$ cat config.mk
export PLATFORM = sky130hd
export DESIGN_NAME = hsv_percent_to_rgb_flat
export DESIGN_NICKNAME = d
export VERILOG_FILES = /design/src/sv/hsvp_pkg.sv /design/src/sv/hsvp_hsv_if.sv /design/src/sv/hsvp_rgb_if.sv /design/src/sv/hsv_percent_to_rgb.sv /design/src/flat_wrapper.sv
export VERILOG_INCLUDE_DIRS = /design/src /design/src/sv
export SDC_FILE = /design/constraint.sdc
export NUM_CORES = 2
export LEC_CHECK = 0
export BUFFER_PORTS_ARGS = -buffer_cell sky130_fd_sc_hd__buf_2
export CAP_MARGIN = 20
export CORE_MARGIN = 10
export CORE_UTILIZATION = 50
export DETAILED_ROUTE_END_ITERATION = 16
export GPL_ROUTABILITY_DRIVEN = 0
export PLACE_DENSITY_LB_ADDON = 0.08
export SLEW_MARGIN = 5
export SYNTH_ARGS = -nofsm -noshare
export SYNTH_HDL_FRONTEND = slang
export SYNTH_SLANG_ARGS = --single-unit
export TNS_END_PERCENT = 100
$ cat constraint.sdc
create_clock -name clk -period 15.9 [get_ports clk]
set_input_delay 2.385 -clock clk [delete_from_list [all_inputs] [get_ports clk]]
set_output_delay 2.385 -clock clk [all_outputs]
set_load 0.05 [all_outputs]
$ cat src/sv/hsv_percent_to_rgb_defines.svh
// Assertion macros used by the converter's RTL file.
// Each macro checks on the rising edge of clk and stays quiet while reset is asserted.
`ifndef HSV_PERCENT_TO_RGB_DEFINES_SVH
`define HSV_PERCENT_TO_RGB_DEFINES_SVH

// The consequent must hold in the same cycle as the antecedent.
`define HSVP_ASSERT_SAME(label, ante, cons, msg) \
    label: assert property (@(posedge clk) disable iff (!rst_n) (ante) |-> (cons)) \
        else $error(msg);

// The consequent must hold in the cycle after the antecedent.
`define HSVP_ASSERT_NEXT(label, ante, cons, msg) \
    label: assert property (@(posedge clk) disable iff (!rst_n) (ante) |=> (cons)) \
        else $error(msg);

`endif

$ cat src/sv/hsvp_pkg.sv
package hsvp_pkg;

    localparam int HUE_W  = 9;
    localparam int PCT_W  = 7;
    localparam int CHAN_W = 8;
    localparam int NUM_CH = 3;

    // Width of (255 - c) * (100 - s) and of c * t; neither exceeds 25500.
    localparam int PROD_W  = 15;
    // floor(x / 100) equals (x * 5243) >> 19 for every x below 25600.
    localparam int RECIP_W = 13;
    localparam logic [RECIP_W-1:0] RECIP_100   = 13'd5243;
    localparam int                 RECIP_SHIFT = 19;

    localparam logic [HUE_W-1:0]  HUE_MAX  = 9'd359;
    localparam logic [PCT_W-1:0]  PCT_MAX  = 7'd100;
    localparam logic [CHAN_W-1:0] CHAN_MAX = 8'd255;
    localparam logic [CHAN_W-1:0] CHAN_MIN = 8'd0;

    // Upper bounds of the first five hue sectors.
    localparam logic [HUE_W-1:0] SECT_1 = 9'd60;
    localparam logic [HUE_W-1:0] SECT_2 = 9'd120;
    localparam logic [HUE_W-1:0] SECT_3 = 9'd180;
    localparam logic [HUE_W-1:0] SECT_4 = 9'd240;
    localparam logic [HUE_W-1:0] SECT_5 = 9'd300;

    // Ramp slope of 17/4 per degree; a full sector spans 1020 / 4.
    localparam logic [4:0] RAMP_SLOPE = 5'd17;
    localparam logic [9:0] RAMP_FULL  = 10'd1020;

    // Largest output: 255 * 65 / 100.
    localparam logic [CHAN_W-1:0] OUT_MAX = 8'd165;

    typedef logic [HUE_W-1:0]  hue_t;
    typedef logic [PCT_W-1:0]  pct_t;
    typedef logic [CHAN_W-1:0] chan_t;
    typedef logic [PROD_W-1:0] prod_t;

    // floor(v^(1/1.1)) for v = 0..100.
    localparam pct_t BRIGHT_MAP [0:100] = '{
         7'd0,  7'd1,  7'd1,  7'd2,  7'd3,  7'd4,  7'd5,  7'd5,  7'd6,  7'd7,
         7'd8,  7'd8,  7'd9, 7'd10, 7'd11, 7'd11, 7'd12, 7'd13, 7'd13, 7'd14,
        7'd15, 7'd15, 7'd16, 7'd17, 7'd17, 7'd18, 7'd19, 7'd20, 7'd20, 7'd21,
        7'd22, 7'd22, 7'd23, 7'd24, 7'd24, 7'd25, 7'd25, 7'd26, 7'd27, 7'd27,
        7'd28, 7'd29, 7'd29, 7'd30, 7'd31, 7'd31, 7'd32, 7'd33, 7'd33, 7'd34,
        7'd35, 7'd35, 7'd36, 7'd36, 7'd37, 7'd38, 7'd38, 7'd39, 7'd40, 7'd40,
        7'd41, 7'd41, 7'd42, 7'd43, 7'd43, 7'd44, 7'd45, 7'd45, 7'd46, 7'd46,
        7'd47, 7'd48, 7'd48, 7'd49, 7'd50, 7'd50, 7'd51, 7'd51, 7'd52, 7'd53,
        7'd53, 7'd54, 7'd54, 7'd55, 7'd56, 7'd56, 7'd57, 7'd57, 7'd58, 7'd59,
        7'd59, 7'd60, 7'd60, 7'd61, 7'd62, 7'd62, 7'd63, 7'd63, 7'd64, 7'd65,
        7'd65
    };

    // Rising ramp, floor(17 * d / 4), for an offset d of 0 to 60 degrees.
    function automatic chan_t ramp_rise(input logic [5:0] d);
        logic [9:0] prod;
        prod = 10'(RAMP_SLOPE) * 10'(d);
        return prod[9:2];
    endfunction

    // Falling ramp, floor((1020 - 17 * d) / 4).
    function automatic chan_t ramp_fall(input logic [5:0] d);
        logic [9:0] prod;
        prod = RAMP_FULL - 10'(RAMP_SLOPE) * 10'(d);
        return prod[9:2];
    endfunction

    // Division by 100 through a reciprocal; the quotient fits in 8 bits for x up to 25500.
    function automatic chan_t div100(input prod_t x);
        logic [PROD_W+RECIP_W-1:0] prod;
        prod = (PROD_W + RECIP_W)'(x) * (PROD_W + RECIP_W)'(RECIP_100);
        return prod[RECIP_SHIFT +: CHAN_W];
    endfunction

endpackage

$ cat src/sv/hsvp_hsv_if.sv
interface hsvp_hsv_if import hsvp_pkg::*; ();
    logic valid;
    logic ready;
    hue_t hue;
    pct_t saturation;
    pct_t brightness;

    modport source (output valid, hue, saturation, brightness, input ready);
    modport sink   (input valid, hue, saturation, brightness, output ready);
endinterface

$ cat src/sv/hsvp_rgb_if.sv
interface hsvp_rgb_if import hsvp_pkg::*; ();
    logic  valid;
    logic  ready;
    chan_t red;
    chan_t green;
    chan_t blue;

    modport source (output valid, red, green, blue, input ready);
    modport sink   (input valid, red, green, blue, output ready);
endinterface

$ cat src/sv/hsv_percent_to_rgb.sv
// An accepted hsv request passes through stages 1 to 5 and leaves as the rgb request it produces.
// Throughput: one request per cycle unless a full pipeline waits on rgb; five requests can be in flight at once.
// The output register is the last of the five stages, so intake goes on while a
// result waits, and stops only when all five stages hold data and rgb is stalled.
// Reset (rst_n low, asynchronous) empties every stage; data registers keep no reset.

`include "hsv_percent_to_rgb_defines.svh"

module hsv_percent_to_rgb import hsvp_pkg::*; (
    input  logic      clk,
    input  logic      rst_n,
    hsvp_hsv_if.sink   hsv,
    hsvp_rgb_if.source rgb
);

    // The pipeline has five stages:
    //   1. Clamp the inputs, pick the hue sector and build the pure colour,
    //      form 100 - s and look up the brightness factor t.
    //   2. Multiply the headroom 255 - c by 100 - s for each channel.
    //   3. Divide that product by 100 and add it to c (lift toward white).
    //   4. Multiply the lifted channel by t.
    //   5. Divide by 100; this stage is the output register.
    // Each stage takes new data when it is empty or when the stage after it
    // moves on in the same cycle, so bubbles close up and a stall loses nothing.

    // Stage valid bits and their load enables.
    logic v1_reg, v2_reg, v3_reg, v4_reg, v5_reg;
    logic rdy1, rdy2, rdy3, rdy4, rdy5;

    assign rdy5 = !v5_reg || rgb.ready;
    assign rdy4 = !v4_reg || rdy5;
    assign rdy3 = !v3_reg || rdy4;
    assign rdy2 = !v2_reg || rdy3;
    assign rdy1 = !v1_reg || rdy2;

    assign hsv.ready = rdy1;

    always_ff @(posedge clk or negedge rst_n)
    begin
        if (!rst_n)
        begin
            v1_reg <= 1'b0;
            v2_reg <= 1'b0;
            v3_reg <= 1'b0;
            v4_reg <= 1'b0;
            v5_reg <= 1'b0;
        end
        else
        begin
            if (rdy1)
            begin
                v1_reg <= hsv.valid;
            end
            if (rdy2)
            begin
                v2_reg <= v1_reg;
            end
            if (rdy3)
            begin
                v3_reg <= v2_reg;
            end
            if (rdy4)
            begin
                v4_reg <= v3_reg;
            end
            if (rdy5)
            begin
                v5_reg <= v4_reg;
            end
        end
    end

    // ------------------------------------------------------------------
    // Stage 1: clamp, sector selection and brightness lookup.
    // ------------------------------------------------------------------
    hue_t       hue_c;
    pct_t       sat_c;
    pct_t       bri_c;
    logic [5:0] d;
    chan_t      s1_c_next [NUM_CH];
    pct_t       s1_inv_next;
    pct_t       s1_t_next;

    chan_t      s1_c_reg [NUM_CH];
    pct_t       s1_inv_reg;
    pct_t       s1_t_reg;

    always_comb
    begin
        hue_c = (hsv.hue > HUE_MAX) ? HUE_MAX : hsv.hue;
        sat_c = (hsv.saturation > PCT_MAX) ? PCT_MAX : hsv.saturation;
        bri_c = (hsv.brightness > PCT_MAX) ? PCT_MAX : hsv.brightness;

        // Channel order in the arrays is red, green, blue.
        if (hue_c <= SECT_1)
        begin
            d = hue_c[5:0];
            s1_c_next[0] = CHAN_MAX;
            s1_c_next[1] = ramp_rise(d);
            s1_c_next[2] = CHAN_MIN;
        end
        else if (hue_c <= SECT_2)
        begin
            d = 6'(hue_c - SECT_1);
            s1_c_next[0] = ramp_fall(d);
            s1_c_next[1] = CHAN_MAX;
            s1_c_next[2] = CHAN_MIN;
        end
        else if (hue_c <= SECT_3)
        begin
            d = 6'(hue_c - SECT_2);
            s1_c_next[0] = CHAN_MIN;
            s1_c_next[1] = CHAN_MAX;
            s1_c_next[2] = ramp_rise(d);
        end
        else if (hue_c <= SECT_4)
        begin
            d = 6'(hue_c - SECT_3);
            s1_c_next[0] = CHAN_MIN;
            s1_c_next[1] = ramp_fall(d);
            s1_c_next[2] = CHAN_MAX;
        end
        else if (hue_c <= SECT_5)
        begin
            d = 6'(hue_c - SECT_4);
            s1_c_next[0] = ramp_rise(d);
            s1_c_next[1] = CHAN_MIN;
            s1_c_next[2] = CHAN_MAX;
        end
        else
        begin
            d = 6'(hue_c - SECT_5);
            s1_c_next[0] = CHAN_MAX;
            s1_c_next[1] = CHAN_MIN;
            s1_c_next[2] = ramp_fall(d);
        end

        s1_inv_next = PCT_MAX - sat_c;
        s1_t_next   = BRIGHT_MAP[bri_c];
    end

    always_ff @(posedge clk)
    begin
        if (rdy1 && hsv.valid)
        begin
            s1_c_reg   <= s1_c_next;
            s1_inv_reg <= s1_inv_next;
            s1_t_reg   <= s1_t_next;
        end
    end

    // ------------------------------------------------------------------
    // Stage 2: headroom times (100 - s).
    // ------------------------------------------------------------------
    prod_t s2_p_next [NUM_CH];
    prod_t s2_p_reg  [NUM_CH];
    chan_t s2_c_reg  [NUM_CH];
    pct_t  s2_inv_reg;
    pct_t  s2_t_reg;

    always_comb
    begin
        for (int i = 0; i < NUM_CH; i++)
        begin
            s2_p_next[i] = PROD_W'(CHAN_MAX - s1_c_reg[i]) * PROD_W'(s1_inv_reg);
        end
    end

    always_ff @(posedge clk)
    begin
        if (rdy2 && v1_reg)
        begin
            s2_p_reg   <= s2_p_next;
            s2_c_reg   <= s1_c_reg;
            s2_inv_reg <= s1_inv_reg;
            s2_t_reg   <= s1_t_reg;
        end
    end

    // ------------------------------------------------------------------
    // Stage 3: lift toward white. The sum never exceeds 255.
    // ------------------------------------------------------------------
    chan_t s3_c_next [NUM_CH];
    chan_t s3_c_reg  [NUM_CH];
    pct_t  s3_t_reg;

    always_comb
    begin
        for (int i = 0; i < NUM_CH; i++)
        begin
            s3_c_next[i] = s2_c_reg[i] + div100(s2_p_reg[i]);
        end
    end

    always_ff @(posedge clk)
    begin
        if (rdy3 && v2_reg)
        begin
            s3_c_reg <= s3_c_next;
            s3_t_reg <= s2_t_reg;
        end
    end

    // ------------------------------------------------------------------
    // Stage 4: scale by the brightness factor.
    // ------------------------------------------------------------------
    prod_t s4_m_next [NUM_CH];
    prod_t s4_m_reg  [NUM_CH];

    always_comb
    begin
        for (int i = 0; i < NUM_CH; i++)
        begin
            s4_m_next[i] = PROD_W'(s3_c_reg[i]) * PROD_W'(s3_t_reg);
        end
    end

    always_ff @(posedge clk)
    begin
        if (rdy4 && v3_reg)
        begin
            s4_m_reg <= s4_m_next;
        end
    end

    // ------------------------------------------------------------------
    // Stage 5: divide by 100 into the output register.
    // ------------------------------------------------------------------
    chan_t s5_c_next [NUM_CH];
    chan_t s5_c_reg  [NUM_CH];

    always_comb
    begin
        for (int i = 0; i < NUM_CH; i++)
        begin
            s5_c_next[i] = div100(s4_m_reg[i]);
        end
    end

    always_ff @(posedge clk)
    begin
        if (rdy5 && v4_reg)
        begin
            s5_c_reg <= s5_c_next;
        end
    end

    assign rgb.valid = v5_reg;
    assign rgb.red   = s5_c_reg[0];
    assign rgb.green = s5_c_reg[1];
    assign rgb.blue  = s5_c_reg[2];

    // ------------------------------------------------------------------
    // Assertions.
    // ------------------------------------------------------------------

    // Intake may only stop when every stage is full and the output is held.
    `HSVP_ASSERT_SAME(a_no_idle_stall, !hsv.ready, v1_reg && v2_reg && v3_reg && v4_reg && v5_reg && !rgb.ready, "input stalled while the pipeline has room")

    // A request with zero brightness carries a zero scale factor into stage 1.
    `HSVP_ASSERT_NEXT(a_dark_factor, hsv.valid && hsv.ready && hsv.brightness == '0, s1_t_reg == '0, "zero brightness gave a nonzero scale factor")

    // At full saturation the lift stage must pass the pure colour unchanged.
    `HSVP_ASSERT_NEXT(a_full_sat_lift, v2_reg && rdy3 && s2_inv_reg == '0, s3_c_reg[0] == $past(s2_c_reg[0]) && s3_c_reg[1] == $past(s2_c_reg[1]) && s3_c_reg[2] == $past(s2_c_reg[2]), "lift changed a fully saturated colour")

    // The brightness table tops out at 65, which bounds every channel.
    `HSVP_ASSERT_SAME(a_out_bound, rgb.valid, rgb.red <= OUT_MAX && rgb.green <= OUT_MAX && rgb.blue <= OUT_MAX, "output channel above its largest reachable value")

endmodule
$ cat src/flat_wrapper.sv
// flat-port wrapper written by rule: the top's interface ports become plain ports
module hsv_percent_to_rgb_flat import hsvp_pkg::*;
  (clk, rst_n, hsv_valid, hsv_hue, hsv_saturation, hsv_brightness, hsv_ready, rgb_valid, rgb_red, rgb_green, rgb_blue, rgb_ready);
  hsvp_hsv_if hsv_i ();
  hsvp_rgb_if rgb_i ();
  input  logic clk;
  input  logic rst_n;
  input wire logic [$bits(hsv_i.valid)-1:0] hsv_valid;
  input wire logic [$bits(hsv_i.hue)-1:0] hsv_hue;
  input wire logic [$bits(hsv_i.saturation)-1:0] hsv_saturation;
  input wire logic [$bits(hsv_i.brightness)-1:0] hsv_brightness;
  output wire logic [$bits(hsv_i.ready)-1:0] hsv_ready;
  output wire logic [$bits(rgb_i.valid)-1:0] rgb_valid;
  output wire logic [$bits(rgb_i.red)-1:0] rgb_red;
  output wire logic [$bits(rgb_i.green)-1:0] rgb_green;
  output wire logic [$bits(rgb_i.blue)-1:0] rgb_blue;
  input wire logic [$bits(rgb_i.ready)-1:0] rgb_ready;
  assign hsv_i.valid = hsv_valid;
  assign hsv_i.hue = hsv_hue;
  assign hsv_i.saturation = hsv_saturation;
  assign hsv_i.brightness = hsv_brightness;
  assign hsv_ready = hsv_i.ready;
  assign rgb_valid = rgb_i.valid;
  assign rgb_red = rgb_i.red;
  assign rgb_green = rgb_i.green;
  assign rgb_blue = rgb_i.blue;
  assign rgb_i.ready = rgb_ready;
  hsv_percent_to_rgb u_core (.clk(clk), .rst_n(rst_n), .hsv(hsv_i), .rgb(rgb_i));
endmodule
### Word level (Yosys, flattened, before mapping)

Memory sizes are Yosys's and may differ from the RTL's. A register that Yosys moved wholly into a read port is not among the register bits.
Index checks and enable logic that the tools add are counted.

| operators by class | value |
|---|---|
| $add $sub $neg | 15 |
| $mul | 18 |
| order comparisons | 8 |
| mux-type cells | 8 |
| bitwise logic cells | 1 |
| reduce and logical (&&, ||, !) cells | 16 |

Operators with widths:

| kind | number |
|---|---|
| $mul 15x13->27 const B | 6 |
| $mux 24 | 4 |
| $mul 5x6->10 const A | 6 |
| $mul 15x7->15 | 3 |
| $mul 8x7->15 | 3 |
| $sub 10x10->10 const A | 3 |
| $sub 6x6->6 const B | 5 |
| $sub 8x8->9 const A | 3 |
| $add 8x8->8 | 3 |
| $le 9x8->1 const B | 2 |
| $mux 16 | 1 |
| $gt 7x7->1 const B | 2 |
| $mux 7 | 2 |
| $gt 9x9->1 const B | 1 |
| $le 9x6->1 const B | 1 |
| $le 9x7->1 const B | 1 |
| $le 9x9->1 const B | 1 |
| $mux 9 | 1 |
| $not 7->8 | 1 |
| $sub 7x7->7 const A | 1 |
| $logic_and 1x1->1 | 5 |
| $logic_not 1->1 | 5 |
| $logic_or 1x1->1 | 5 |
| $reduce_or 2->1 | 1 |

| storage, ports and cells | value |
|---|---|
| register bits | 212 |
| bits in read-only memories | 896 |
| output and inout bits | 26 |
| logic and storage cells | 93 |
| memories | 1 |

Memory list:

| name | depth | bits a word | rd ports | clocked after Yosys merged registers in | write ports | RTL line | source |
|---|---|---|---|---|---|---|---|
| (no name shown) | 128 | 7 | 1 | 1 | 0 | hsv_percent_to_rgb.sv:139 | `s1_t_next = BRIGHT_MAP[bri_c];` |

### Longest topological paths before layout

| depth | value |
|---|---|
| word-level depth | 10 |
| depth in mapped cells | 26 |

### Worst setup path before layout

No wires, ideal clock.

| timing | value |
|---|---|
| kind | flip-flop to flip-flop |
| start point | reg u_core.s2_p_reg[41] in the netlist's numbering |
| end point | reg u_core.s3_c_reg[23] in the netlist's numbering, data pin |
| library setup time | 0.276 ns |
| arrival | 5.931 ns |
| required time | 15.624 ns |
| setup slack | 9.692 ns |
| cell stages (with the launch flop) | 24 |
| buffers on the path | 0 |
| clock period less this slack | 6.208 ns |
| cells stage by stage | edfxtp_1 > ha_1 > fa_1 > fa_1 > fa_1 > inv_1 > fa_1 > inv_1 > ha_1 > a21oi_1 > o21ai_0 > or2_2 > o211ai_1 > nand2_1 > a211oi_1 > nor2_1 > ha_1 > a21oi_1 > o21bai_1 > a2111oi_0 > o31a_1 > nor2_1 > o31ai_1 > a211oi_1 |

RTL lines:

| element | RTL line | source |
|---|---|---|
| start, declared | hsv_percent_to_rgb.sv:156 | `prod_t s2_p_reg [NUM_CH];` |
| start signal, assigned | hsv_percent_to_rgb.sv:173 | `s2_p_reg <= s2_p_next;` |
| end signal, assigned | hsv_percent_to_rgb.sv:199 | `s3_c_reg <= s3_c_next;` |
| end, declared | hsv_percent_to_rgb.sv:184 | `chan_t s3_c_reg [NUM_CH];` |

==> run_results.csv <==
group,metric,value,unit
status,status,"completed",
timing,relSlewSlack,0.313,
detailed_routing,drt-pass1-iter-count,5,
clock_network,cts.sinks,219,
min_path,hold_path_depth,0,
placed_design,port_buffers,52,
setup_path,end_kind,"flip-flop",
die,num_rows,105,
synth,ys_ff_latch,219,
detailed_routing,drt-vias-per-instance,5.03,
clock_network,cts_tree,"yes",
layout,fillCellCount,7461,
timing,max_freq,147,MHz
timing,timing.final.crit_share,0.427,
synth,synth_cell_types,74,
die,coreArea,0.0818,mm2
clock_network,cts_buffers,30,
timing,tns,0,ns
synth,synth-simple-area-share,0.0906,
setup_path,crit_type,"flip-flop to flip-flop",
timing,final-max-slew-violation-count,0,
synth,yosysWarnings,0,
synth,ys.flop_type,"edfxtp_1",
global_route,overflow,0,
synth,synth_compound_area_frac,0.0649,
min_path,hold_class,"flip-flop to flip-flop",
die,initial_utilization,0.503,
setup_path,critPathMaxFanout,6,
detailed_routing,num_vias,26100,
clock_network,postCtsResizedCells,0,
job,maxCapViolations,0,
timing,final-setup-viol-count,0,
synth,syn-num-nets,5518,
die,die_x,307,um
global_route,grt_pass1_vias,27800,
layout,drive_gt1_frac,0.0383,
clock_network,htree_levels,1,
clock_network,cts_buffer_depth,3,
layout,layout-area-overhead-vs-synth,6.31,%
setup_path,critPathTopFamily,"adder cells",
synth,syn_area,0.0412,mm2
detailed_routing,drcViolationCount,0,
synth,synth.area.mux_share,0.00134,
synth,async_flop_share,0.0228,
timing,worst_pin_slew,1.03,ns
synth,synth-edff-count,214,
detailed_routing,drt-initial-drc-count,985,
synth,ys_seq_area_frac,0.159,
setup_path,cp_slowest_stage_delay,0.60,ns
setup_path,worstRegToRegCells,25,
synth,synth_xor_area_frac,0.0404,
global_route,grt_usage,0.176,
clock_network,clk_latency,0.59,ns
synth,synth_top_family_by_area,"adder cells",
setup_path,crit_buf_inv,4,
detailed_routing,routed_wl,79.8,mm
clock_network,cts_setup_buffers,0,
synth,netlist_instances,4046,
timing,holdWs,0.413,ns
timing,fin_skew,0.0152,ns
timing,report.final.hold_viol_count,0,
setup_path,critPathArrivalTime,7.11,ns
setup_path,cp_slowest_cell,"a2111oi_0",
layout,final_common_cell,"inv_1",
global_route,grt_first_pass_wirelength,138,mm
clock_network,cts_hold_buf,0,
clock_network,ctsRootBufferMaster,"clkbuf_16",
die,pin_count,53,
layout,mostFrequentLayoutCells,"inv_1 (1027), ha_1 (857), fa_1 (588), edfxtp_1 (214), nand2_1 (162)",
detailed_routing,ant_nets,0,
detailed_routing,routedWlPerCell,15.4,um
setup_path,cp-start-kind,"flip-flop",
die,dieArea,0.0943,mm2
synth,synth.avg_cell_area,10.2,um2
clock_network,path_clk_slew,0.06,ns
setup_path,cp.required,16.22,ns
die,die_h,307,um
timing,layout_min_cycle_time,6.79,ns
placed_design,detailed_place_hpwl,67.5,mm
layout,nets,5570,
synth,synth_fa_ha_area_frac,0.546,
global_route,antenna_found_initial,5,
timing,rsz0062_at_grt,"no",
global_route,grt_max_degree,75,
setup_path,cp.depth,25,
==> layer usage <==
layer	vias to the layer above	share of wire	track usage
li1	13100	-	-
met1	12700	0.50	0.254
met2	247	0.46	0.291
met3	68	0.032	0.0176
met4	2	0.012	0.0264
met5	-	0.00020	0
==> metrics by stage <==
step	cell area [um2]	std cells	worst slack (ns)	util
after floorplan	41200	4046	9.69	-
after global placement	42700	5134	9.17	0.522
after detailed placement	42700	5134	9.11	0.522
after CTS	43800	5188	9.08	0.535
after global routing	43800	5190	8.64	0.535
final	43800	5192	9.11	0.535
==> worst register-to-register path: cells and delay by family (launching register included) <==
kind / cells / cell delay, ns
adder cells (fa/ha/maj): 7 / 2.96
flip-flops: 1 / 0.57
AO/OA/AOI/OAI: 10 / 2.25
AND/OR/NAND/NOR: 4 / 0.56
buffers and inverters: 4 / 0.20
==> synth_stat cells, types with 4 or more instances <==
cell type	count	share of area
a21o_1	50	0.0091
ha_1	857	0.26
o211ai_1	12	0.0022
o21ai_0	63	0.0077
o221ai_1	10	0.0021
o31ai_1	5	0.00091
or3_1	14	0.0021
nand2_1	162	0.015
nand4_1	17	0.0026
a31oi_1	12	0.0018
o21bai_1	12	0.0022
o22ai_1	9	0.0014
or2_2	19	0.0029
xnor2_1	145	0.031
o21a_1	20	0.0036
o41ai_1	7	0.0015
a2111oi_0	4	0.00085
edfxtp_1	214	0.16
nand3_1	34	0.0041
inv_1	1027	0.094
a221oi_1	6	0.0013
a211oi_1	14	0.0026
fa_1	588	0.29
xor2_1	43	0.0091
nor3_1	43	0.0052
dfrtp_1	5	0.0030
nor2b_1	93	0.014
nand2b_1	122	0.019
nor2_1	106	0.0097
clkbuf_1	42	0.0038
and2_1	84	0.013
a21oi_1	125	0.015
o31a_1	4	0.00085
a22o_1	4	0.00085
and3_1	10	0.0015
==> layout make-up <==
type	count	area (um2)	share of cell area
multi-input combinational	2753	30600	0.699
sequential	219	6550	0.150
inverter	1028	3860	0.0881
tap	1070	1340	0.0306
clock buffer	32	758	0.0173
timing repair buffer	66	390	0.00891
clock inverter	22	270	0.00617
antenna	2	5.00	0.000114
==> cells by family (layout without fill, tap and decap cells) <==
family,Yosys count,after routing
fa+ha+maj,1445,1445
buf+inv,1074,1148
simple gates,716,716
compound gates,400,400
flops,219,219
xor+xnor,189,189
mux,3,3
other cells,0,2
==> path summary, 6_finish.rpt <==
check / startpoint / to / slack [ns]
max: u_core.s2_p_reg[40]$_DFFE_PP_ / u_core.s3_c_reg[23]$_DFFE_PP_ / 9.11
max reg2reg: u_core.s2_p_reg[40]$_DFFE_PP_ / u_core.s3_c_reg[23]$_DFFE_PP_ / 9.11
min reg2reg: u_core.s2_t_reg[5]$_DFFE_PP_ / u_core.s3_t_reg[5]$_DFFE_PP_ / 0.41
max in group asynchronous: rst_n / u_core.v4_reg$_DFFE_PN0P_ / 14.16
min: u_core.s2_t_reg[5]$_DFFE_PP_ / u_core.s3_t_reg[5]$_DFFE_PP_ / 0.41
min in group asynchronous: rst_n / u_core.v3_reg$_DFFE_PN0P_ / 1.61
Power is left out: the tool's default activity adds up to more than one toggle a clock period on the data nets, which glitch-free logic cannot reach.
